File: src/rtl/mhtf_pkg.sv
// ----------------------------------------------------------------------------
// mhtf_pkg
// Shared constants and saturation helpers for the moving harmonic trap
// force core.
// ----------------------------------------------------------------------------
package mhtf_pkg;

	// configuration port
	localparam int CFG_AW = 3;
	localparam int CFG_DW = 48;

	localparam logic [CFG_AW-1:0] REG_REST_LENGTH    = 3'd0;
	localparam logic [CFG_AW-1:0] REG_LENGTH_RATE    = 3'd1;
	localparam logic [CFG_AW-1:0] REG_STIFFNESS      = 3'd2;
	localparam logic [CFG_AW-1:0] REG_STIFFNESS_RATE = 3'd3;
	localparam logic [CFG_AW-1:0] REG_GROUP_STEPS    = 3'd4;

	// stream words
	localparam int ITEM_W = 224;
	localparam int USER_W = 2;

	// tuser bit positions on the result side
	localparam int USR_GROUP_DONE    = 0;
	localparam int USR_ZERO_DISTANCE = 1;

	// product cap of the shared multiplier
	localparam logic [63:0] MUL_CAP = 64'h4000_0000_0000_0000;

	// largest force scale fed to the unit vector product
	localparam logic [33:0] FSCALE_MAX = 34'h1_FFFF_FFFF;

	// multiplier output shifts
	localparam logic [5:0] SH_NONE  = 6'd0;
	localparam logic [5:0] SH_Q16   = 6'd16;
	localparam logic [5:0] SH_HALF  = 6'd17;
	localparam logic [5:0] SH_RAMP  = 6'd24;
	localparam logic [5:0] SH_UNIT  = 6'd30;

	// quotient bit counts for the shared divider
	localparam logic [5:0] DIV_BITS_UNIT  = 6'd31;
	localparam logic [5:0] DIV_BITS_STEP  = 6'd32;
	localparam logic [5:0] DIV_BITS_GROUP = 6'd21;

	// magnitude and sign to signed 32-bit, saturating
	function automatic logic [31:0] sat32(input logic [63:0] m, input logic neg);
		logic [63:0] n;
		n = ~m + 64'd1;
		if (neg) begin
			return (m > 64'h0000_0000_8000_0000) ? 32'h8000_0000 : n[31:0];
		end
		return (m > 64'h0000_0000_7FFF_FFFF) ? 32'h7FFF_FFFF : m[31:0];
	endfunction

	// magnitude and sign to signed 48-bit, saturating
	function automatic logic [47:0] sat48(input logic [63:0] m, input logic neg);
		logic [63:0] n;
		n = ~m + 64'd1;
		if (neg) begin
			return (m > 64'h0000_8000_0000_0000) ? 48'h8000_0000_0000 : n[47:0];
		end
		return (m > 64'h0000_7FFF_FFFF_FFFF) ? 48'h7FFF_FFFF_FFFF : m[47:0];
	endfunction

	// base plus signed ramp term, saturated to signed 32-bit
	function automatic logic [31:0] ramp32(input logic [31:0] base, input logic neg,
			input logic [63:0] m);
		logic signed [65:0] b;
		logic signed [65:0] a;
		logic signed [65:0] s;
		b = 66'($signed(base));
		a = $signed({2'b00, m});
		if (neg) begin
			a = -a;
		end
		s = b + a;
		if (s > 66'sd2147483647) begin
			return 32'h7FFF_FFFF;
		end
		if (s < -66'sd2147483648) begin
			return 32'h8000_0000;
		end
		return s[31:0];
	endfunction

endpackage

File: src/rtl/mhtf_sqrt.sv
// ----------------------------------------------------------------------------
// mhtf_sqrt
// Digit-by-digit integer square root, two radicand bits per cycle, giving
// the exact floor of the root of a 68-bit value.
// ----------------------------------------------------------------------------
module mhtf_sqrt import mhtf_pkg::*; (
	input  logic        clk,
	input  logic        arst_n,
	input  logic        start,
	input  logic [67:0] rad,
	output logic        done,
	output logic [33:0] root
);

	logic [67:0] rad_q;
	logic [39:0] rem_q;
	logic [33:0] root_q;
	logic [5:0]  cnt_q;
	logic        busy_q, done_q;

	logic [39:0] trial_rem;
	logic [39:0] trial;
	logic        ge;

	// one root digit
	always_comb begin
		trial_rem = {rem_q[37:0], rad_q[67:66]};
		trial     = {4'd0, root_q, 2'b01};
		ge        = (trial_rem >= trial);
	end

	assign done = done_q;
	assign root = root_q;

	// control
	always_ff @(posedge clk or negedge arst_n) begin
		if (!arst_n) begin
			busy_q <= 1'b0;
			done_q <= 1'b0;
			cnt_q  <= 6'd0;
		end else begin
			done_q <= 1'b0;
			if (start) begin
				busy_q <= 1'b1;
				cnt_q  <= 6'd34;
			end else if (busy_q) begin
				cnt_q <= cnt_q - 6'd1;
				if (cnt_q == 6'd1) begin
					busy_q <= 1'b0;
					done_q <= 1'b1;
				end
			end
		end
	end

	// datapath
	always_ff @(posedge clk) begin
		if (start) begin
			rad_q  <= rad;
			rem_q  <= '0;
			root_q <= '0;
		end else if (busy_q) begin
			rad_q  <= {rad_q[65:0], 2'b00};
			rem_q  <= ge ? (trial_rem - trial) : trial_rem;
			root_q <= {root_q[32:0], ge};
		end
	end

endmodule

File: config.mk
export PLATFORM = sky130hd
export DESIGN_NAME = mhtf_sqrt
export DESIGN_NICKNAME = d
export VERILOG_FILES = /design/src/rtl/mhtf_pkg.sv /design/src/rtl/mhtf_sqrt.sv
export SDC_FILE = /design/constraint.sdc
export NUM_CORES = 1
export LEC_CHECK = 0
export BUFFER_PORTS_ARGS = -buffer_cell sky130_fd_sc_hd__buf_2
export CAP_MARGIN = 5
export CORE_MARGIN = 2
export CORE_UTILIZATION = 35
export DETAILED_ROUTE_END_ITERATION = 8
export GPL_TIMING_DRIVEN = 0
export SYNTH_ARGS = -nofsm -noshare
export SYNTH_HDL_FRONTEND = slang
export SYNTH_SLANG_ARGS = --single-unit
File: constraint.sdc
create_clock -name clk -period 3.5 [get_ports clk]
set_clock_uncertainty 0.2 [all_clocks]
set_input_delay 0.7 -clock clk [delete_from_list [all_inputs] [get_ports clk]]
set_output_delay 0.7 -clock clk [all_outputs]
set_load 0.01 [all_outputs]
-- Word level (Yosys, flattened, before mapping)
Cells that the tools add are included.
- equality and inequality tests: 1
- muxes and demuxes: 11
- add/subtract/negate cells: 2
- reduce and logical (&&, ||, !) cells: 1
- magnitude comparators: 1
- operator list (cell ; count):
    two-way mux 68 bit ; 2
    >= comparator 40 x 36 -> 1 bit ; 1
    two-way mux 38 bit ; 1
    subtractor 38 x 36 -> 38 bit ; 1
    two-way mux 6 bit ; 2
    equality test 6 x 1 -> 1 bit (second input constant) ; 1
    two-way mux 1 bit ; 6
    subtractor 6 x 1 -> 6 bit (second input constant) ; 1
    nonzero test 2 bit ; 1
- register bits: 148
- output and inout bits: 35
- input port bits: 71

-- Depth between registers and ports, before layout
- depth in word-level cells: 4
- depth in mapped cells: 13
- depth with buffers taken out: 11

-- Least setup slack after synthesis
OpenSTA, ideal clock, no wires.
- kind: input -> register
- start point: input start
- end point: register rad_q[0] (enable)
- path buffers: 3
- data arrival time: 2.824 ns
- setup time: 0.422 ns
- stages on the path: 5
- required time: 2.878 ns
- slack: 0.054 ns
- cell sequence: clkbuf_1 clkbuf_1 clkbuf_1 nor2_1 inv_1
- word-level cells in the longest chain between the ends: 1
- ends and longest elaborated chain (element ; RTL line ; source):
    start, declared ; mhtf_sqrt.sv:9 ; input logic start,
    nonzero test 2 bit (no source line) ; - ;
    end signal, assigned ; mhtf_sqrt.sv:59 ; rad_q <= rad;
    end signal, assigned ; mhtf_sqrt.sv:63 ; rad_q <= {rad_q[65:0], 2'b00};
    end, declared ; mhtf_sqrt.sv:15 ; logic [67:0] rad_q;
Every way passes these cells.
A chain may end at the register's enable or synchronous reset.

-- Final worst setup path
- start point: register root_q[0] (netlist: root[0])
- end point: register rem_q[35]
- word-level cells in the longest chain between the ends: 2
- ends and longest elaborated chain (element ; RTL line ; source):
    start, declared ; mhtf_sqrt.sv:17 ; logic [33:0] root_q;
    start signal, assigned ; mhtf_sqrt.sv:65 ; root_q <= {root_q[32:0], ge};
    subtractor 38 x 36 -> 38 bit or >= comparator 40 x 36 -> 1 bit (tied branches) ; mhtf_sqrt.sv:64, mhtf_sqrt.sv:29 ;
    two-way mux 38 bit (*) ; mhtf_sqrt.sv:64 ; rem_q <= ge ? (trial_rem - trial) : trial_rem;
    end signal, assigned ; mhtf_sqrt.sv:64 ;
    end, declared ; mhtf_sqrt.sv:16 ; logic [39:0] rem_q;
Mark *: on every way between the ends. The rest lies on a longest branch, timed or not.

==> reports/metrics.csv <==
stage,metric,value,unit
critical_path,start_kind,flop,
layout,area_growth,18.6,%
yosys,yosysWarningCount,0,
power_and_ir_drop,finalPower,8.46,mW
route,antenna_left,0,
sta,tightest_slew,0.837,ns
floorplan,num_io_pins,106,
min_path,hold_path.class,flop to flop,
clocking,clock-sinks,148,
critical_path,crit_family,compound AO/OA/AOI/OAI gates,
place,gp_congestion,0.869,
floorplan,die_h,158,um
sta,rsz0062_at_grt,no,
sta,fmax,0.304,GHz
place,dp_cells,1240,
critical_path,r2r_slack,0.21,ns
critical_path,r2r_end,rem_q[35]$_SDFFE_PP0P_,
route,drc_errors,0,
critical_path,critical_path_depth,11,
power_and_ir_drop,clkPwrFrac,0.215,
place,place_area,0.00918,mm^2
clocking,clkTransAtPathRegs,0.07,ns
clocking,worstSkewPairLatency,0.43,ns
yosys,ys.flop_type,dfxtp_1,
critical_path,path_cells,inv_1 -> ha_1 -> o21a_1 -> nor2_1 -> a211oi_1 -> a21oi_1 -> o31ai_2 -> a31o_2 -> nor4_1 -> a2111o_1 -> a21oi_1,
layout,final_core_util,0.420,
sta,whs,0.289,ns
sta,hold_viol_final,0,
yosys,synth.net_count,926,
clocking,cts_made_buffers,17,
critical_path,arrival,3.46,ns
power_and_ir_drop,seqPwrFrac,0.272,
layout,final_nets,1050,
power_and_ir_drop,powerDensity,864,mW/mm^2
min_path,min_path_cells,2,
power_and_ir_drop,total_leakage_power,4.37,nW
sta,worst_slack,0.207,ns
yosys,syn_inst,817,
route,vias_per_cell,4.96,
yosys,syn_area,0.00825,mm^2
floorplan,start_util,0.354,
min_path,hold_end,rem_q[37]$_SDFFE_PP0P_,
yosys,ys_seq_elements,148,
route,dr_total_vias,6330,
critical_path,critPathMostFrequentCell,a21oi_1,
floorplan,die-area,0.0248,mm^2
route,drtPass1Iterations,4,
layout,final_common_cell,buf_2,
critical_path,cpMaxStageDelayCell,o31ai_2,
place,place_ws,-0.0537,ns
clocking,htreeDepth,4,
global_route,grt_first_pass_wirelength,31800,um
route,routedWlPerCell,15.5,um
global_route,grt_max_degree,69,
layout,drive_above_1_share,0.230,
clocking,clockBufferDepth,2,
floorplan,row_count,56,
min_path,hp-start,rem_q[37]$_SDFFE_PP0P_,
yosys,avgSynthCellArea,10.1,um^2
clocking,cts_tree,yes,
critical_path,worstPathMaxFanout,5,
power_and_ir_drop,p_sw_frac,0.408,
floorplan,core_area,0.0233,mm^2
global_route,first_global_vias,6258,
outcome,status,completed,
clocking,cts_root_buffer,clkbuf_16,
layout,final_area,0.00979,mm^2
place,io_buffer_count,104,
critical_path,reg2reg_from,root[0]$_SDFFE_PP0P_,
yosys,ys_seq_area_frac,0.446,
sta,setup_tns,0,ns
critical_path,ff2ff_path_depth,11,
critical_path,crit_type,flop to flop,
floorplan,fp.dieW,158,um
sta,finalCritPeriodShare,0.941,
critical_path,critical_path.n_buffers_inverters,1,
sta,slew_headroom,0.442,
global_route,grtUsageTotal,0.163,
critical_path,critPathMaxStageDelay,0.51,ns
yosys,synth-async-reset-ratio,0.0541,
job,max_cap_viol_count,0,
global_route,grt_overflow,0,
critical_path,critPathRequiredTime,3.66,ns
critical_path,end_kind,flop,
sta,period_minus_slack,3.29,ns
power_and_ir_drop,p_switching,3.45,mW
power_and_ir_drop,internal_power,5.00,mW
yosys,synth_edf_count,68,
power_and_ir_drop,ir_drop,0.000437,V
sta,report.final.slew_viol_count,0,
route,drtIter0Drc,279,
place,dp_hpwl,14300,um
layout,fin_cells,1275,
global_route,antenna_found_initial,2,
sta,finalSetupViolCount,0,
route,finalWirelength,19800,um
power_and_ir_drop,p_comb_frac,0.513,
layout,most-common-layout-cells,"buf_2, nor2_1, dfxtp_1, edfxtp_1, mux2_2",
yosys,yosys.cell_types.count,59,
layout make-up:
type | instances | area [um^2]
Tap cell | 319 | 399
Inverter | 49 | 186
Multi-Input combinational cell | 575 | 4200
Clock inverter | 15 | 155
Antenna cell | 2 | 5.00
Timing Repair Buffer | 105 | 531
Clock buffer | 17 | 425
Fill cell | 2284 | 13500
Buffer | 45 | 205
Sequential cell | 148 | 3680
cells by family after synthesis:
kind of cell | count (synthesis) | share of synthesized area
AOI/OAI and AO/OA | 173 | 0.138
xor gates and xnor gates | 35 | 0.0371
adders and majority gates | 38 | 0.0576
buffers and inverters | 94 | 0.0471
DFF | 148 | 0.446
muxes | 124 | 0.161
and+or+nand+nor | 205 | 0.113
registers in the layout (all words and copies together), names as in the netlist:
| register | cells |
|---|---|
| rad_q | 68 |
| rem_q | 38 |
| root | 34 |
| cnt_q | 6 |
| done | 1 |
| busy_q | 1 |
timing repair:
action / CTS / global route
buffers inserted: 0 / 0
endpoints found under the setup margin: 0 / 6
gates resized for setup: 0 / 4
hold buffers: 1 / 0
endpoints found under the hold margin: 8 / 0
worst max-delay path by stage:
stage                         startpoint                endpoint  slack, ns
finish              root[0]$_SDFFE_PP0P_  rem_q[35]$_SDFFE_PP0P_       0.21
CTS                 root[0]$_SDFFE_PP0P_  rem_q[35]$_SDFFE_PP0P_       0.06
detailed placement                 start     rad_q[48]$_DFFE_PP_      -0.05
floorplan                          start  rad_q[0]$_SDFFCE_PN0P_       0.05
global placement                   start     rad_q[50]$_DFFE_PP_      -1.35
global route        root[6]$_SDFFE_PP0P_  rem_q[33]$_SDFFE_PP0P_      0.003
power groups by stage:
stage,Sequential [mW],Clock (mW),Combinational (mW)
floorplan,2.29,0,3.39
global placement,2.34,0,4.23
global route,2.34,1.93,4.81
finish,2.30,1.82,4.34
detailed placement,2.34,0,4.24
CTS,2.31,1.86,4.28
per-layer routing:
metal / global-route usage / vias to the layer above / share of wire
li1: - / 3213 / -
met1: 0.208 / 2960 / 0.47
met5: 0 / - / 0.00035
met2: 0.260 / 134 / 0.45
met3: 0.0608 / 21 / 0.067
met4: 0.0407 / 2 / 0.0094
cells in the mapped netlist (3+ instances only):
cell type  instances  area (um^2)
o211ai_1           9         67.6
clkbuf_1          34          128
and2_1             6         37.5
nand3_1           12         60.1
and3_1             5         31.3
nor3_1            14         70.1
o21ai_0           26          130
o31ai_1            3         22.5
a21oi_1           42          210
nor4_1             4         25.0
a21o_1            20          150
inv_1             49          184
nor2_1            97          364
dfrtp_1            8          200
edfxtp_1          68         2040
o21a_1             5         37.5
nand2b_1           8         50.1
o21bai_1           7         52.6
nand4_1            8         50.1
mux2_2            67          754
mux2i_1           57          571
a211oi_1          33          248
xor2_1            17          149
a31oi_1            7         43.8
buf_1              4         15.0
nand2_1           38          143
o21ai_1            3         15.0
xnor2_1           18          158
buf_6              4         45.0
dfxtp_1           72         1440
ha_1              38          475
worst register-to-register path, stage by stage, from the launching register on:
cell	delay [ns]
dfxtp_1	0.38
inv_1	0.06
ha_1	0.38
o21a_1	0.15
nor2_1	0.06
a211oi_1	0.37
a21oi_1	0.24
o31ai_2	0.51
a31o_2	0.31
nor4_1	0.06
a2111o_1	0.38
a21oi_1	0.12
Power figures use the tool's default switching activity.
