[config.mk]
export PLATFORM = sky130hd
export DESIGN_NAME = mhtf_mul
export DESIGN_NICKNAME = d
export VERILOG_FILES = /design/src/rtl/mhtf_pkg.sv /design/src/rtl/mhtf_mul.sv
export SDC_FILE = /design/constraint.sdc
export NUM_CORES = 2
export LEC_CHECK = 0
export ABC_AREA = 0
export ABC_CLOCK_PERIOD_IN_PS = 14580
export CAP_MARGIN = 20
export CORE_ASPECT_RATIO = 0.75
export CORE_MARGIN = 1
export CORE_UTILIZATION = 36
export DETAILED_ROUTE_END_ITERATION = 8
export DONT_BUFFER_PORTS = 1
export MAX_ROUTING_LAYER = met4
export PLACE_DENSITY = 0.58
export SLEW_MARGIN = 15
export SYNTH_ARGS = -nofsm -noshare
export SYNTH_HDL_FRONTEND = slang
export SYNTH_SLANG_ARGS = --single-unit
[constraint.sdc]
create_clock -name clk -period 14.58 [get_ports clk]
set_input_delay 0.729 -clock clk [delete_from_list [all_inputs] [get_ports clk]]
set_output_delay 0.729 -clock clk [all_outputs]
set_load 0.02 [all_outputs]
[src/rtl/mhtf_pkg.sv]
// ----------------------------------------------------------------------------
// mhtf_pkg
// Shared constants and saturation helpers for the moving harmonic trap
// force core.
// ----------------------------------------------------------------------------
package mhtf_pkg;

	// configuration port
	localparam int CFG_AW = 3;
	localparam int CFG_DW = 48;

	localparam logic [CFG_AW-1:0] REG_REST_LENGTH    = 3'd0;
	localparam logic [CFG_AW-1:0] REG_LENGTH_RATE    = 3'd1;
	localparam logic [CFG_AW-1:0] REG_STIFFNESS      = 3'd2;
	localparam logic [CFG_AW-1:0] REG_STIFFNESS_RATE = 3'd3;
	localparam logic [CFG_AW-1:0] REG_GROUP_STEPS    = 3'd4;

	// stream words
	localparam int ITEM_W = 224;
	localparam int USER_W = 2;

	// tuser bit positions on the result side
	localparam int USR_GROUP_DONE    = 0;
	localparam int USR_ZERO_DISTANCE = 1;

	// product cap of the shared multiplier
	localparam logic [63:0] MUL_CAP = 64'h4000_0000_0000_0000;

	// largest force scale fed to the unit vector product
	localparam logic [33:0] FSCALE_MAX = 34'h1_FFFF_FFFF;

	// multiplier output shifts
	localparam logic [5:0] SH_NONE  = 6'd0;
	localparam logic [5:0] SH_Q16   = 6'd16;
	localparam logic [5:0] SH_HALF  = 6'd17;
	localparam logic [5:0] SH_RAMP  = 6'd24;
	localparam logic [5:0] SH_UNIT  = 6'd30;

	// quotient bit counts for the shared divider
	localparam logic [5:0] DIV_BITS_UNIT  = 6'd31;
	localparam logic [5:0] DIV_BITS_STEP  = 6'd32;
	localparam logic [5:0] DIV_BITS_GROUP = 6'd21;

	// magnitude and sign to signed 32-bit, saturating
	function automatic logic [31:0] sat32(input logic [63:0] m, input logic neg);
		logic [63:0] n;
		n = ~m + 64'd1;
		if (neg) begin
			return (m > 64'h0000_0000_8000_0000) ? 32'h8000_0000 : n[31:0];
		end
		return (m > 64'h0000_0000_7FFF_FFFF) ? 32'h7FFF_FFFF : m[31:0];
	endfunction

	// magnitude and sign to signed 48-bit, saturating
	function automatic logic [47:0] sat48(input logic [63:0] m, input logic neg);
		logic [63:0] n;
		n = ~m + 64'd1;
		if (neg) begin
			return (m > 64'h0000_8000_0000_0000) ? 48'h8000_0000_0000 : n[47:0];
		end
		return (m > 64'h0000_7FFF_FFFF_FFFF) ? 48'h7FFF_FFFF_FFFF : m[47:0];
	endfunction

	// base plus signed ramp term, saturated to signed 32-bit
	function automatic logic [31:0] ramp32(input logic [31:0] base, input logic neg,
			input logic [63:0] m);
		logic signed [65:0] b;
		logic signed [65:0] a;
		logic signed [65:0] s;
		b = 66'($signed(base));
		a = $signed({2'b00, m});
		if (neg) begin
			a = -a;
		end
		s = b + a;
		if (s > 66'sd2147483647) begin
			return 32'h7FFF_FFFF;
		end
		if (s < -66'sd2147483648) begin
			return 32'h8000_0000;
		end
		return s[31:0];
	endfunction

endpackage

[src/rtl/mhtf_mul.sv]
// ----------------------------------------------------------------------------
// mhtf_mul
// Shared 64 x 64 multiplier built from four 32 x 32 partial products over
// successive cycles, with a right shift and a cap on the shifted result.
// ----------------------------------------------------------------------------
module mhtf_mul import mhtf_pkg::*; (
	input  logic        clk,
	input  logic        arst_n,
	input  logic        start,
	input  logic [63:0] a,
	input  logic [63:0] b,
	input  logic [5:0]  shamt,
	output logic        done,
	output logic [63:0] prod,
	output logic [63:0] res
);

	logic [63:0]  a_q, b_q;
	logic [5:0]   sh_q;
	logic [127:0] acc_q;
	logic [63:0]  pp_q;
	logic [2:0]   cnt_q;
	logic         busy_q, done_q;

	logic [31:0]  a_l, b_l;
	logic [63:0]  pp_d;
	logic [1:0]   pp_idx;
	logic [127:0] pp_ext;
	logic [127:0] shifted;

	// limb select and partial product alignment
	always_comb begin
		a_l    = cnt_q[1] ? a_q[63:32] : a_q[31:0];
		b_l    = cnt_q[0] ? b_q[63:32] : b_q[31:0];
		pp_d   = {32'd0, a_l} * {32'd0, b_l};
		pp_idx = 2'(cnt_q - 3'd1);
		case (pp_idx) inside
			2'd0:       pp_ext = {64'd0, pp_q};
			2'd1, 2'd2: pp_ext = {32'd0, pp_q, 32'd0};
			default:    pp_ext = {pp_q, 64'd0};
		endcase
	end

	// shift and cap of the finished product
	always_comb begin
		shifted = acc_q >> sh_q;
		res     = ((|shifted[127:64]) || (shifted[63:0] > MUL_CAP)) ? MUL_CAP : shifted[63:0];
		prod    = acc_q[63:0];
	end

	assign done = done_q;

	// control
	always_ff @(posedge clk or negedge arst_n) begin
		if (!arst_n) begin
			busy_q <= 1'b0;
			done_q <= 1'b0;
			cnt_q  <= 3'd0;
		end else begin
			done_q <= 1'b0;
			if (start) begin
				busy_q <= 1'b1;
				cnt_q  <= 3'd0;
			end else if (busy_q) begin
				cnt_q <= cnt_q + 3'd1;
				if (cnt_q == 3'd4) begin
					busy_q <= 1'b0;
					done_q <= 1'b1;
				end
			end
		end
	end

	// datapath
	always_ff @(posedge clk) begin
		if (start) begin
			a_q   <= a;
			b_q   <= b;
			sh_q  <= shamt;
			acc_q <= '0;
		end else if (busy_q) begin
			if (cnt_q < 3'd4) begin
				pp_q <= pp_d;
			end
			if (cnt_q != 3'd0) begin
				acc_q <= acc_q + pp_ext;
			end
		end
	end

endmodule

# Yosys cells after proc, flatten, opt, wreduce, memory -nomap -nowiden
# Cells that the tools add are included.
[classes] bitwise_logic=1 n_reduce_logical=8 add_sub_neg=3 n_mux=13 n_shift=1 order_cmp=2 multipliers=1 eq_ne=3
[ops] op="two-way mux 128 bit" count=2
[ops] op="adder 128 bit" count=1
[ops] op="right shift 128 x 6 -> 128 bit" count=1
[ops] op="greater-than comparator 64 x 63 -> 1 bit, second input constant" count=1
[ops] op="multiplier 32 x 32 -> 64 bit" count=1
[ops] op="two-way mux 32 bit" count=2
[ops] op="two-way mux 64 bit" count=1
[ops] op="OR reduction 64 bit" count=1
[ops] op="two-way mux 1 bit" count=6
[ops] op="two-way mux 3 bit" count=2
[ops] op="adder 3 x 1 -> 3 bit, second input constant" count=1
[ops] op="== test 3 bit, second input constant" count=1
[ops] op="< comparator 3 bit, second input constant" count=1
[ops] op="AND reduction 3 bit" count=1
[ops] op="nonzero test 3 bit" count=1
[ops] op="== test 2 x 1 -> 1 bit, second input constant" count=1
[ops] op="== test 2 bit, second input constant" count=1
[ops] op="logical NOT 2 bit" count=1
[ops] op="AND reduction 2 bit" count=1
[ops] op="nonzero test 2 bit" count=1
[ops] op="OR reduction 2 bit" count=1
[ops] op="subtractor 2 x 1 -> 2 bit, second input constant" count=1
[ops] op="logical OR 1 bit" count=1
[ops] op="NOT 1 bit" count=1
[word_totals] wordCells=40 reg_bits=331 inputBits=137

# Logic depth before layout (Yosys ltp)
[depth] depth_word=6 depth_mapped=35 depth_no_buf=31

# Worst setup path before layout
# No wires, ideal clock.
[synth_timing] path_type="register to register" from="reg cnt_q[0]" to="reg pp_q[62] (data pin)" arrival_ns=9.030 n_path_buf=4 t_required_ns=14.443 stages_incl_launch_ff=31 slack_ns=5.413 setup_ns=0.137 period_less_slack_ns=9.167 cell_sequence="dfrtp_1 -> clkbuf_1 -> buf_1 -> clkbuf_1 -> mux2i_1 -> clkbuf_1 -> nor2_1 -> fa_1 -> fa_1 -> inv_1 -> fa_1 -> fa_1 -> inv_1 -> fa_1 -> fa_1 -> fa_1 -> inv_1 -> fa_1 -> inv_1 -> ha_1 -> and2_1 -> and3_1 -> and4_1 -> nand2b_1 -> o31a_1 -> o311a_1 -> nor2_1 -> a41oi_1 -> o311a_1 -> or4_1 -> nand4_1"
[synth_between] elab_chain_len=2
[synth_lines] item="from (decl)" line="mhtf_mul.sv:22" source="logic [2:0] cnt_q;"
[synth_lines] item="from (signal assigned)" line="mhtf_mul.sv:65" source="cnt_q <= cnt_q + 3'd1;"
[synth_lines] item="two-way mux 32 bit" line="mhtf_mul.sv:34" source="b_l = cnt_q[0] ? b_q[63:32] : b_q[31:0];"
[synth_lines] item="multiplier 32 x 32 -> 64 bit" line="mhtf_mul.sv:35" source="pp_d = {32'd0, a_l} * {32'd0, b_l};"
[synth_lines] item="via pp_d[62]" line="mhtf_mul.sv:26" source="logic [63:0] pp_d;"
[synth_lines] item="to (signal assigned)" line="mhtf_mul.sv:83" source="pp_q <= pp_d;"
[synth_lines] item="to (decl)" line="mhtf_mul.sv:21" source="logic [63:0] pp_q;"
# The timed path passes the listed nets, and every way through them passes these cells.
# A chain may end at the register's enable or synchronous reset.

# Worst setup path in the final report
[layout_timing] from="reg cnt_q[1]" to="reg pp_q[59] (data pin)"
[layout_between] elab_chain_len=2
[layout_lines] item="two-way mux 32 bit" line="mhtf_mul.sv:33" source="a_l = cnt_q[1] ? a_q[63:32] : a_q[31:0];"
[layout_lines] item="multiplier 32 x 32 -> 64 bit" line="mhtf_mul.sv:35"
[layout_lines] item="via pp_d[59]" line="mhtf_mul.sv:26"
# The timed path passes the listed nets, and every way through them passes these cells.

==> impl_results.md <==
- Number of synthesized register bits: between 300 and 400
- Vias in the first global route: 51800
- Setup CP Type: flop to flop
- Setup Fix Bufs, Post-CTS: 0
- Yosys cell types: 87
- # setup viols final: 0
- DIE HEIGHT: around 360 µm
- Fillcell total: about 17000
- Worst-margin pin slew: 1.17 ns
- Final nets: 8353
- Area contributors post-synth: fa_1 (29%), edfxtp_1 (9.6%), ha_1 (7.9%), nand2_1 (6.8%), inv_1 (5.7%)
- IO Count: 266
- Drt first pass iters: 6
- CTS sink cnt: 331
- CP max stage cell: mux2i_4
- Final Util: 0.384
- CTS clk-pin slew, worst paths: 0.07 ns
- Cell area after synthesis: 62000 µm²
- P&R area growth vs syn: 5.63%
- Fmax: 95.5 MHz
- Post-DRT Antenna Nets: 0
- DR iter-0 viols: 6211
- Max transition margin: 0.214
- Critical path peak fanout: 53
- Port bufs: 0
- Critical Path End Type: flop
- GR Util met2: 0.388
- Die ar.: 174000 µm²
- Fin. Hold Viols: 0
- Startpoint types: flop
- Most used DFF post-synth: edfxtp_1
- H-tree depth: 2
- Row count: ~130
- First-pass GRT wire length: 359000 µm
- Root Buffer: clkbuf_16
- Routed len/inst: 26.9 µm
- Post-synth EDFFs: 198
- Tightest Hold Check Type: input port to flop
- Worst Skew: 0.0674 ns
- Yosys warnings: 0
- Die X: 481 µm
- Slowest stage delay, CP: 0.89 ns
- Initial Utilization: 0.364
- GPL Wtd Cong: 1.04
- Unrepaired setup endpoints after global routing: no
- Gr usage total: 0.290
- Async SR Flop Fraction: 0.0151
- Post-synth top area share: 0.290
- Synthesized Nets: 8678
- Max-cap violations: 0
- Largest net degree at the start of global routing: 220
- Fraction of layout instances using a drive strength above 1: 0.0746
- Minimum clock period: approximately 10 ns
- Post-route DRC: 0
- Vias per cell: 5.74
- HPWL Detailed: 196000 µm
- GR peak layer: met1
- CP Data Arrival Time: 10.87 ns
- Synthesized area per cell: 8.55 µm²
- Num CTS Buffers: 43
- Final WL: ~250000 µm
- Initial antenna violation count: 15
- Gr ovfl total: 0
- Status: completed
- Grt met1 use: 0.417
- Sequential share of the synthesized area: 0.139
- Most used cell, CP: fa_1
- CP Data Required Time: 14.98 ns
- Clock Path Buffers: 3
- Core area: between 150000 and 200000 µm²
- Cell count after synthesis: 7251
- Max Slew Vio Count: 0
- Fin crit share: 0.718
- Setup_tns: 0 ns
- Largest area contributor in the netlist: fa_1
- CTS tree: done
- Clock Latency Late Sink: 0.70 ns
- GR Util met3: 0.0815
- Via count: about 53000
cell families after synthesis:
kind of cell | after synthesis | synth area share
other cells | 1 | 0.0000605
xor+xnor | 180 | 0.0254
compound gates | 1147 | 0.115
mux | 395 | 0.0925
flops | 331 | 0.139
simple gates | 2470 | 0.166
fa+ha+maj | 1290 | 0.369
buf+inv | 1437 | 0.0928
synthesized netlist by cell type (all sizes together), types with 16 or more instances:
master	number
and3	19
xnor2	119
a31oi	30
nand3	60
xor2	61
or3	16
nor2b	18
o31ai	19
mux2i	171
o211ai	24
nand2b	28
mux4	133
fa	897
o21bai	68
dfxtp	128
a211oi	62
nor2	921
mux2	91
nor3	57
buf	156
nand4	84
a21oi	417
edfxtp	198
a21o	109
and2	81
ha	393
nand2	1128
inv	950
o21a	25
clkbuf	329
o21ai	283
state kept, by name, summed over array words and instances, names as in the netlist:
name	count
acc_q	128
pp_q	64
sh_q	6
busy_q	1
a_q	64
b_q	64
done	1
cnt_q	3
routing by layer:
metal	routed length [µm]	share of wire
met5	0	0
met3	30200	0.12
met4	8400	0.034
met2	99900	0.40
met1	109000	0.44
layout make-up:
type	instances	area, µm²	share of cell area
inverter	952	3570	0.0546
antenna	13	32.5	0.000497
timing repair buffer	115	906	0.0138
sequential	331	8640	0.132
clock buffer	47	1100	0.0168
clock inverter	33	418	0.00638
tap	2261	2830	0.0432
multi-input combinational	5483	48000	0.733
stage by stage:
stage          worst slack, ns  cell area, µm²  instances  hold WS (ns)
2_1_floorplan             5.41           62000       7251         0.433
3_3_place_gp              4.44           63900       9138         0.434
3_5_place_dp              4.30           63900       9139         0.434
4_1_cts                   4.23           65400       9220        0.0861
5_1_grt                   3.60           65500       9229         0.105
6_report                  4.11           65500       9235         0.111
critical path: cells and delay by family, from the launching register on:
family | cells | cell delay [ns]
compound gates | 8 | 2.66
xor+xnor | 1 | 0.15
fa+ha+maj | 9 | 3.85
buf+inv | 6 | 1.20
flops | 1 | 0.66
mux | 1 | 0.89
simple gates | 3 | 0.74
layout by cell type (no fill, tap or decap), types with 128 or more instances in the layout:
master    instances
nor2_1          917
edfxtp_1        198
ha_1            392
a21oi_1         417
nand2_1        1128
mux4_2          133
dfxtp_1         128
fa_1            897
o21ai_0         278
inv_1           948
repair_timing:
action | CTS | global route
hold buffers | 1 | 0
setup endpoints to repair | 0 | 0
resized for setup | 0 | 0
endpoints found under the hold margin | 5 | 0
worst paths after layout:
kind	from	endpoint	slack [ns]	cells after the start
max	cnt_q[1]$_DFFE_PN0P_	pp_q[59]$_DFFE_PP_	4.11	28
min	b[37]	b_q[37]$_DFFE_PP_	0.11	0
max reg2reg	cnt_q[1]$_DFFE_PN0P_	pp_q[59]$_DFFE_PP_	4.11	28
min reg2reg	acc_q[127]$_SDFFE_PP0P_	acc_q[127]$_SDFFE_PP0P_	0.50	2
max in group asynchronous	arst_n	cnt_q[0]$_DFFE_PN0P_	13.70	1
min in group asynchronous	arst_n	done$_DFF_PN0_	0.43	1
Power is not shown: default switching activity piles up to over one toggle a cycle in this logic, so the estimate is an artifact.
