$ cat src/rtl/mhtf_pkg.sv
// ----------------------------------------------------------------------------
// mhtf_pkg
// Shared constants and saturation helpers for the moving harmonic trap
// force core.
// ----------------------------------------------------------------------------
package mhtf_pkg;

	// configuration port
	localparam int CFG_AW = 3;
	localparam int CFG_DW = 48;

	localparam logic [CFG_AW-1:0] REG_REST_LENGTH    = 3'd0;
	localparam logic [CFG_AW-1:0] REG_LENGTH_RATE    = 3'd1;
	localparam logic [CFG_AW-1:0] REG_STIFFNESS      = 3'd2;
	localparam logic [CFG_AW-1:0] REG_STIFFNESS_RATE = 3'd3;
	localparam logic [CFG_AW-1:0] REG_GROUP_STEPS    = 3'd4;

	// stream words
	localparam int ITEM_W = 224;
	localparam int USER_W = 2;

	// tuser bit positions on the result side
	localparam int USR_GROUP_DONE    = 0;
	localparam int USR_ZERO_DISTANCE = 1;

	// product cap of the shared multiplier
	localparam logic [63:0] MUL_CAP = 64'h4000_0000_0000_0000;

	// largest force scale fed to the unit vector product
	localparam logic [33:0] FSCALE_MAX = 34'h1_FFFF_FFFF;

	// multiplier output shifts
	localparam logic [5:0] SH_NONE  = 6'd0;
	localparam logic [5:0] SH_Q16   = 6'd16;
	localparam logic [5:0] SH_HALF  = 6'd17;
	localparam logic [5:0] SH_RAMP  = 6'd24;
	localparam logic [5:0] SH_UNIT  = 6'd30;

	// quotient bit counts for the shared divider
	localparam logic [5:0] DIV_BITS_UNIT  = 6'd31;
	localparam logic [5:0] DIV_BITS_STEP  = 6'd32;
	localparam logic [5:0] DIV_BITS_GROUP = 6'd21;

	// magnitude and sign to signed 32-bit, saturating
	function automatic logic [31:0] sat32(input logic [63:0] m, input logic neg);
		logic [63:0] n;
		n = ~m + 64'd1;
		if (neg) begin
			return (m > 64'h0000_0000_8000_0000) ? 32'h8000_0000 : n[31:0];
		end
		return (m > 64'h0000_0000_7FFF_FFFF) ? 32'h7FFF_FFFF : m[31:0];
	endfunction

	// magnitude and sign to signed 48-bit, saturating
	function automatic logic [47:0] sat48(input logic [63:0] m, input logic neg);
		logic [63:0] n;
		n = ~m + 64'd1;
		if (neg) begin
			return (m > 64'h0000_8000_0000_0000) ? 48'h8000_0000_0000 : n[47:0];
		end
		return (m > 64'h0000_7FFF_FFFF_FFFF) ? 48'h7FFF_FFFF_FFFF : m[47:0];
	endfunction

	// base plus signed ramp term, saturated to signed 32-bit
	function automatic logic [31:0] ramp32(input logic [31:0] base, input logic neg,
			input logic [63:0] m);
		logic signed [65:0] b;
		logic signed [65:0] a;
		logic signed [65:0] s;
		b = 66'($signed(base));
		a = $signed({2'b00, m});
		if (neg) begin
			a = -a;
		end
		s = b + a;
		if (s > 66'sd2147483647) begin
			return 32'h7FFF_FFFF;
		end
		if (s < -66'sd2147483648) begin
			return 32'h8000_0000;
		end
		return s[31:0];
	endfunction

endpackage

$ cat src/rtl/mhtf_div.sv
// ----------------------------------------------------------------------------
// mhtf_div
// Shared restoring divider, one quotient bit per cycle. The part of the
// dividend above the quotient bits must already be below the divisor.
// ----------------------------------------------------------------------------
module mhtf_div import mhtf_pkg::*; (
	input  logic        clk,
	input  logic        arst_n,
	input  logic        start,
	input  logic [63:0] num,
	input  logic [33:0] den,
	input  logic [5:0]  nbits,
	output logic        done,
	output logic [31:0] quo,
	output logic [33:0] rem
);

	logic [34:0] rem_q;
	logic [63:0] sh_q;
	logic [33:0] den_q;
	logic [31:0] quo_q;
	logic [5:0]  cnt_q;
	logic        busy_q, done_q;

	logic [34:0] trial_rem;
	logic        ge;

	// one quotient bit
	always_comb begin
		trial_rem = {rem_q[33:0], sh_q[63]};
		ge        = (trial_rem >= {1'b0, den_q});
	end

	assign done = done_q;
	assign quo  = quo_q;
	assign rem  = rem_q[33:0];

	// control
	always_ff @(posedge clk or negedge arst_n) begin
		if (!arst_n) begin
			busy_q <= 1'b0;
			done_q <= 1'b0;
			cnt_q  <= 6'd0;
		end else begin
			done_q <= 1'b0;
			if (start) begin
				busy_q <= 1'b1;
				cnt_q  <= nbits;
			end else if (busy_q) begin
				cnt_q <= cnt_q - 6'd1;
				if (cnt_q == 6'd1) begin
					busy_q <= 1'b0;
					done_q <= 1'b1;
				end
			end
		end
	end

	// datapath
	always_ff @(posedge clk) begin
		if (start) begin
			rem_q <= 35'(num >> nbits);
			sh_q  <= num << (7'd64 - {1'b0, nbits});
			den_q <= den;
			quo_q <= '0;
		end else if (busy_q) begin
			rem_q <= ge ? (trial_rem - {1'b0, den_q}) : trial_rem;
			sh_q  <= {sh_q[62:0], 1'b0};
			quo_q <= {quo_q[30:0], ge};
		end
	end

endmodule

$ cat config.mk
export PLATFORM = sky130hd
export DESIGN_NAME = mhtf_div
export DESIGN_NICKNAME = d
export VERILOG_FILES = /design/src/rtl/mhtf_pkg.sv /design/src/rtl/mhtf_div.sv
export SDC_FILE = /design/constraint.sdc
export NUM_CORES = 1
export LEC_CHECK = 0
export BUFFER_PORTS_ARGS = -buffer_cell sky130_fd_sc_hd__buf_2
export CORE_MARGIN = 1.5
export CORE_UTILIZATION = 40
export DETAILED_ROUTE_END_ITERATION = 12
export GPL_TIMING_DRIVEN = 0
export PLACE_DENSITY = 0.62
export SETUP_SLACK_MARGIN = 0.05
export SLEW_MARGIN = 20
export SYNTH_ARGS = -nofsm -noshare
export SYNTH_HDL_FRONTEND = slang
export SYNTH_SLANG_ARGS = --single-unit
$ cat constraint.sdc
create_clock -name clk -period 3.95 [get_ports clk]
set_clock_uncertainty 0.2 [all_clocks]
set_input_delay 0.79 -clock clk [delete_from_list [all_inputs] [get_ports clk]]
set_output_delay 0.79 -clock clk [all_outputs]
set_load 0.02 [all_outputs]
After elaboration in Yosys (flattened, before gate mapping)
Index checks and enable logic that the tools add are counted.
{"block": "totals", "ff_bits": 172, "input_bits": 107}
{"block": "op_classes", "reduce_logical": 1, "muxes": 13, "shifts": 2, "order_cmp": 1, "addsub": 3, "n_eq_ne": 1}
{"op": "$mux 64", "n": 2}
{"op": "$mux 34", "n": 3}
{"op": "$shl 64x7->64", "n": 1}
{"op": "$shr 64x6->34", "n": 1}
{"op": "$ge 35x34->1", "n": 1}
{"op": "$sub 34x34->34", "n": 1}
{"op": "$mux 6", "n": 2}
{"op": "$sub 7x6->7 const A", "n": 1}
{"op": "$eq 6x1->1 const B", "n": 1}
{"op": "$mux 1", "n": 6}
{"op": "$sub 6x1->6 const B", "n": 1}
{"op": "$reduce_bool 2->1", "n": 1}

Depth between registers and ports, before layout
Gate-level depths: netlist of run 1.
{"block": "depth", "ltp_word": 4, "ltp_mapped": 16}

Worst setup path before layout of run 1
Ideal clock, no wire load.
{"block": "synth_path", "path_kind": "input-to-reg", "start": "input port nbits[1]", "end": "register sh_q[50], data pin", "n_path_buf": 6, "setup_time_ns": 0.261, "slack_ns": -0.339, "path_stages": 14, "arrival_ns": 3.828, "path_cell_list": "buf_2 > buf_1 > buf_2 > inv_1 > ha_1 > clkbuf_1 > buf_2 > buf_1 > mux4_2 > nand2_1 > nand2_1 > o21ai_0 > o21ai_0 > a221o_1"}
{"block": "synth_via", "elab_chain_cells": 3}
{"element": "from (decl)", "line": "mhtf_div.sv:12", "source": "input logic [5:0] nbits,"}
{"element": "$sub 7x6->7", "line": "mhtf_div.sv:63", "source": "sh_q <= num << (7'd64 - {1'b0, nbits});"}
{"element": "$shl 64x7->64", "line": "mhtf_div.sv:63"}
{"element": "$mux 64", "line": "mhtf_div.sv:61", "source": "if (start) begin"}
{"element": "to (signal assigned)", "line": "mhtf_div.sv:63"}
{"element": "to (signal assigned)", "line": "mhtf_div.sv:68", "source": "sh_q <= {sh_q[62:0], 1'b0};"}
{"element": "to (decl)", "line": "mhtf_div.sv:19", "source": "logic [63:0] sh_q;"}
Every way passes these cells.
A chain may end at the register's enable or synchronous reset.

Worst setup path in the final report of run 1
Ends and elaborated chain as after synthesis.

==> results of run 1 <==
[sequential cells by signal, summed over array words and instances (netlist names)]
signal	flops
rem_q	34
cnt_q	6
sh_q	64
done	1
den_q	34
busy_q	1
quo	32
[worst max-delay path, cell delays in order]
cell and delay [ns]:
buf_2 0.28, buf_8 0.24, inv_1 0.09, ha_1 0.27, clkbuf_4 0.21, buf_4 0.21, buf_4 0.20, a211oi_1 0.26
a21oi_1 0.15, mux2i_1 0.27, mux2i_1 0.16, a22oi_1 0.40, nor2_1 0.07, a221o_1 0.27
[kinds of logic (layout without fill, tap and decap cells)]
kind of cell,after synthesis,count (layout),synth area share [%]
adder cells (fa/ha/maj),38,38,3.091
XOR/XNOR,38,38,2.130
multiplexers,269,269,25.10
AND/OR/NAND/NOR,539,539,14.45
AO/OA/AOI/OAI,481,481,19.38
other,0,2,0
buffers and inverters,199,407,5.094
flip-flops,172,172,30.75
[per-stage QoR]
step | area (um2) | instances | setup slack [ns]
after floorplan | 15640 | 1736 | 0.1141
after global placement | 17150 | 2425 | -1.447
after detailed placement | 17190 | 2427 | -1.466
after CTS | 17910 | 2458 | 0.08306
after global routing | 18030 | 2464 | 0.05007
final | 18030 | 2464 | 0.06720
[per-layer routing]
metal	global-route usage, %	vias to the layer above	routed length (um)	share of wire (%)
li1	-	6865	-	-
met1	42.70	7421	26530	43
met2	46.34	893	26980	44
met3	5.406	137	5734	9.3
met4	11.98	0	2528	4.1
met5	0	-	0	0
[final cells by class]
cell class | instances | area [um2] | area share [%]
diodes | 2 | 5.005 | 0.02775
plain buffers | 139 | 646.9 | 3.587
clock buffers | 17 | 425.4 | 2.359
clock inverters | 15 | 206.4 | 1.145
inverters | 58 | 224.0 | 1.242
multi-input cells | 1365 | 10140 | 56.22
flip-flops and latches | 172 | 4805 | 26.64
well taps | 518 | 648.1 | 3.594
repair buffers | 178 | 935.9 | 5.189
[report_power, final]
| part | leakage [nW] | switching (mW) | internal [mW] | total [mW] |
|---|---|---|---|---|
| registers | 1.79 | 0.288 | 2.38 | 2.67 |
| logic | 5.54 | 3.07 | 1.83 | 4.90 |
| clock network | 0.303 | 0.875 | 0.872 | 1.75 |
[final timing paths]
kind	from	end	slack, ns
setup / recovery	nbits[1]	sh_q[50]	0.07
hold / removal	quo[0]	quo[0]	0.31
setup reg to reg	rem_q[0]	rem_q[29]	0.17
hold reg to reg	quo[0]	quo[0]	0.31
max in group asynchronous	arst_n	cnt_q[4]	2.81
min in group asynchronous	arst_n	cnt_q[1]	0.55
[synth_stat cells (19+ instances only)]
cell / instances
a211oi_1: 37
a21o_1: 22
a21oi_1: 155
buf_1: 25
buf_2: 21
clkbuf_1: 90
dfxtp_1: 32
edfxtp_1: 132
ha_1: 37
inv_1: 54
mux2_2: 22
mux2i_1: 151
mux4_2: 96
nand2_1: 267
nor2_1: 175
nor2b_1: 19
o21ai_0: 124
o2bb2ai_1: 31
xnor2_1: 26
[timing repair]
action | 4_1_cts | 5_1_grt
hold buffers | 1 | 0
endpoints found under the hold margin | 8 | 0
setup endpoints to repair | 64 | 55
setup buffers | 0 | 4
pin swaps | 0 | 1
resized for setup | 37 | 41
==> impl_metrics.csv, run 1 <==
group,metric,value,unit
status,status,"complete, no violations",
clock_network,clk_latency,0.45,ns
floorplanning,die_h,200.6,um
sta,rsz0062_at_grt,"false",
final_layout,layout-drive-gt1-share,21.14,%
worst_setup_path,start_kind,"input port",
logic_synthesis,synth_top_area_share,25.37,%
final_layout,final_cell_mix,"nand2_1, buf_2, nor2_1",
clock_network,cts_buffers,17,
logic_synthesis,syn_area,0.01562,mm2
clock_network,path_clk_slew,0.08,ns
route,ant_nets,0,
final_layout,fill_cells,3908,
worst_setup_path,crit_required,3.97,ns
worst_setup_path,critPathMaxFanout,19,
logic_synthesis,yosys-top-cells-area,"edfxtp_1, mux4_2, mux2i_1",
route,drt-wirelength-per-cell,25.07,um
placement,port-buffer-count,171,
logic_synthesis,async_reset_ff_share,4.651,%
power,p_leak,7.638,nW
sta,finalSetupTns,0,ns
sta,setup_viol_count_final,0,
sta,worst_pin_slew,0.9237,ns
sta,min_period,3.883,ns
route,drt_iter0_drc,1598,
floorplanning,placementRows,72,
sta,fmax,257.5,MHz
clock_network,cts_tree,"yes",
sta,fin_crit_sh,98.30,%
logic_synthesis,netlist_instances,1736,
floorplanning,core,0.03856,mm2
hold_path,hp-class,"flip-flop to flip-flop",
logic_synthesis,ys_seq_area_share,30.75,%
final_layout,final_common_cell,"nand2_1",
logic_synthesis,synth_top_cell_by_area,"edfxtp_1",
global_routing,grt_max_degree,40,
floorplanning,ioPinCount,174,
power,powerDensity,516.6,mW/mm2
route,wirelength,61.78,mm
route,route.detailed.drc,0,
clock_network,clock_path_buffers,2,
floorplanning,initial_core_util,40.52,%
worst_setup_path,reg2reg_depth,10,
placement,post-dp-hpwl,49.22,mm
global_routing,grt_pass1_vias,14590,
worst_setup_path,crit_path_end_kind,"flip-flop",
route,dr.pass1.iters,5,
final_layout,layout.nets,2076,
clock_network,cts-root-buf,"clkbuf_16",
logic_synthesis,syn_nets,1881,
logic_synthesis,synth_edf_count,132,
logic_synthesis,ys_warn_count,0,
power,peakVddDrop,383.6,uV
flow_run,cap_viol_max_count,0,
route,vias,15320,
logic_synthesis,synthDistinctLibCells,71,
route,via_per_inst,6.216,
clock_network,htree_levels,4,
final_layout,post-route-util,46.77,%
sta,hold_violations,0,
global_routing,grt_util_all_layers,30.35,%
sta,drv_slew,0,
worst_setup_path,cp_data_arrival_time,3.90,ns
logic_synthesis,synth-main-ff-cell,"edfxtp_1",
sta,hold_slack,0.3114,ns
clock_network,clock-sinks,172,
sta,relSlewSlack,38.42,%
logic_synthesis,avgSynthCellArea,8.999,um2
logic_synthesis,ys_seq_elements,172,
hold_path,worstHoldPathCells,2,
global_routing,gr-total-overflow,0,
global_routing,antenna_found_initial,2,
worst_setup_path,path_class,"input port to flip-flop",
power,finalPower,9.317,mW
global_routing,grt_pass1_wl,92.69,mm
final_layout,area_delta_synth_final,15.44,%
floorplanning,dieWidth,200.6,um
floorplanning,fp.dieArea,0.04025,mm2
placement,gp_congestion,1.077,
No activity file was read; power rests on OpenSTA's default activity.
==> run 2, diff against run 1 <==
--- a/config.mk
+++ b/config.mk
@@ -11,7 +11,7 @@
 export DETAILED_ROUTE_END_ITERATION = 12
 export GPL_TIMING_DRIVEN = 0
 export PLACE_DENSITY = 0.62
-export SETUP_SLACK_MARGIN = 0.05
+export SETUP_SLACK_MARGIN = 0.4
 export SLEW_MARGIN = 20
 export SYNTH_ARGS = -nofsm -noshare
 export SYNTH_HDL_FRONTEND = slang
==> impl_metrics.csv, run 2 (synthesized netlist as in run 1, its figures left out) <==
group,metric,value,unit
status,status,"complete, no violations",
final_layout,final_common_cell,"nand2_1",
sta,fmax,283.9,MHz
route,wirelength,62.91,mm
power,p_leak,7.934,nW
sta,drv_slew,0,
sta,finalSetupTns,0,ns
floorplanning,initial_core_util,40.52,%
final_layout,final_cells,2494,
floorplanning,dieWidth,200.6,um
route,via_per_inst,6.271,
clock_network,cts_tree,"yes",
floorplanning,placementRows,72,
sta,setup_viol_count_final,0,
clock_network,clk_latency,0.45,ns
placement,gp_congestion,1.040,
route,route.detailed.drc,0,
global_routing,grt_max_degree,40,
clock_network,htree_levels,4,
clock_network,cts-root-buf,"clkbuf_16",
worst_setup_path,worst_path_most_repeated_cell,"buf_6",
floorplanning,ioPinCount,174,
hold_path,min_from,"quo[31]",
worst_setup_path,crit_family,"buffers and inverters",
worst_setup_path,worstPathCellList,"buf_6 -> buf_8 -> buf_6 -> inv_1 -> ha_2 -> clkbuf_8 -> buf_6 -> buf_8 -> mux4_2 -> mux2i_4 -> nand2_1 -> nand2_1 -> o21ai_1 -> a221o_1",
final_layout,final_cell_area,0.01886,mm2
clock_network,clock-sinks,172,
sta,min_period,3.522,ns
hold_path,hp-class,"flip-flop to flip-flop",
global_routing,grt_util_all_layers,30.92,%
power,peakVddDrop,333.0,uV
clock_network,cts_buffers,17,
global_routing,grt_pass1_vias,14800,
power,finalPower,9.758,mW
final_layout,largest_reg_flops,64,
route,drt_iter0_drc,1631,
route,ant_nets,0,
sta,relSlewSlack,38.16,%
final_layout,final_cell_mix,"nand2_1, buf_2, nor2_1",
worst_setup_path,path_class,"input port to flip-flop",
route,drt-wirelength-per-cell,25.23,um
placement,port-buffer-count,171,
worst_setup_path,r2r_start,"rem_q[0]",
global_routing,antenna_found_initial,3,
worst_setup_path,cp-startpoint,"nbits[1]",
floorplanning,core,0.03856,mm2
flow_run,cap_viol_max_count,0,
route,vias,15640,
worst_setup_path,slowest_stage,"mux4_2",
route,dr.pass1.iters,6,
power,powerDensity,517.5,mW/mm2
floorplanning,die_h,200.6,um
final_layout,area_delta_synth_final,20.70,%
worst_setup_path,crit_required,3.95,ns
sta,fin_crit_sh,89.17,%
global_routing,grt_pass1_wl,94.54,mm
final_layout,layout-drive-gt1-share,27.20,%
sta,hold_slack,0.3043,ns
global_routing,gr-total-overflow,0,
floorplanning,fp.dieArea,0.04025,mm2
final_layout,top_regs,"sh_q (64), den_q (34), rem_q (34)",
final_layout,layout.nets,2106,
worst_setup_path,critPathMaxStageDelay,0.40,ns
worst_setup_path,crit_buf_inv,7,
sta,worst_pin_slew,0.9276,ns
clock_network,clock_path_buffers,2,
worst_setup_path,crit_path_end_kind,"flip-flop",
clock_network,path_clk_slew,0.07,ns
sta,rsz0062_at_grt,"true",
placement,dpl_cell_area,0.01726,mm2
worst_setup_path,critPathMaxFanout,10,
placement,dp.cells,2428,
worst_setup_path,cp_data_arrival_time,3.52,ns
placement,post-dp-hpwl,49.64,mm
sta,hold_violations,0,
final_layout,largest-register,"sh_q",
worst_setup_path,start_kind,"input port",
[run 2: changes by cell type in the layout (fill, tap and decap cells not counted), moves of 7 or more]
cell | previous run | this run
buf_4 | 10 | 35
clkbuf_1 | 67 | 48
mux2i_1 | 143 | 124
o21ai_0 | 116 | 100
a21oi_1 | 150 | 136
a21oi_2 | 4 | 16
clkbuf_2 | 18 | 29
mux2i_2 | 7 | 18
o21ai_2 | 1 | 10
clkinv_8 | 8 | 0
mux2i_4 | 1 | 9
a211oi_1 | 36 | 29
[run 2: cell type report]
class	count	area, um2
fillers	3799	19700
multi-input cells	1365	10630
flip-flops and latches	172	4805
repair buffers	206	1191
plain buffers	141	785.8
well taps	518	648.1
clock buffers	19	442.9
inverters	58	224.0
clock inverters	13	126.4
diodes	2	5.005
[run 2: where the power goes]
group / switching [mW] / internal (mW)
Clock: 0.770 / 0.902
Combinational: 3.27 / 2.14
Sequential: 0.290 / 2.39
Total: 4.33 / 5.43
[run 2: routing by layer]
metal	share of wire [%]	GRT usage (%)	wire [um]	vias up
li1	-	-	-	6940
met1	43	43.59	26790	7609
met2	44	48.05	27980	958
met3	9.8	6.023	6172	132
met4	3.1	9.291	1965	2
met5	0.016	0	10	-
[run 2: final timing paths]
path / endpoint / slack [ns] / cells after the start
min in group asynchronous: cnt_q[1] / 0.58 / 2
hold / removal: quo[31] / 0.30 / 2
setup reg to reg: rem_q[22] / 0.49 / 11
hold reg to reg: quo[31] / 0.30 / 2
max in group asynchronous: cnt_q[5] / 2.78 / 2
setup / recovery: sh_q[55] / 0.43 / 14
[run 2: per-stage QoR]
stage,setup WS (ns),utilization (%)
floorplan,0.3851,-
CTS,0.3557,47.54
detailed placement,-0.8874,44.76
finish,0.4279,48.90
global route,0.3654,48.90
global placement,-1.033,44.58
[run 2: worst reg2reg max path, delay by kind of cell (launching register included)]
kind	cells	cell delay [ns]
compound gates	6	1.28
flops	1	0.44
simple gates	2	0.63
buf+inv	2	0.39
fa+ha+maj	1	0.27
[run 2: timing repair]
action	in CTS	in global routing
pin swaps	4	27
buffers inserted	10	21
gates resized for setup	116	123
hold buffers	1	0
setup endpoints to repair	98	91
hold endpoints to repair	8	0
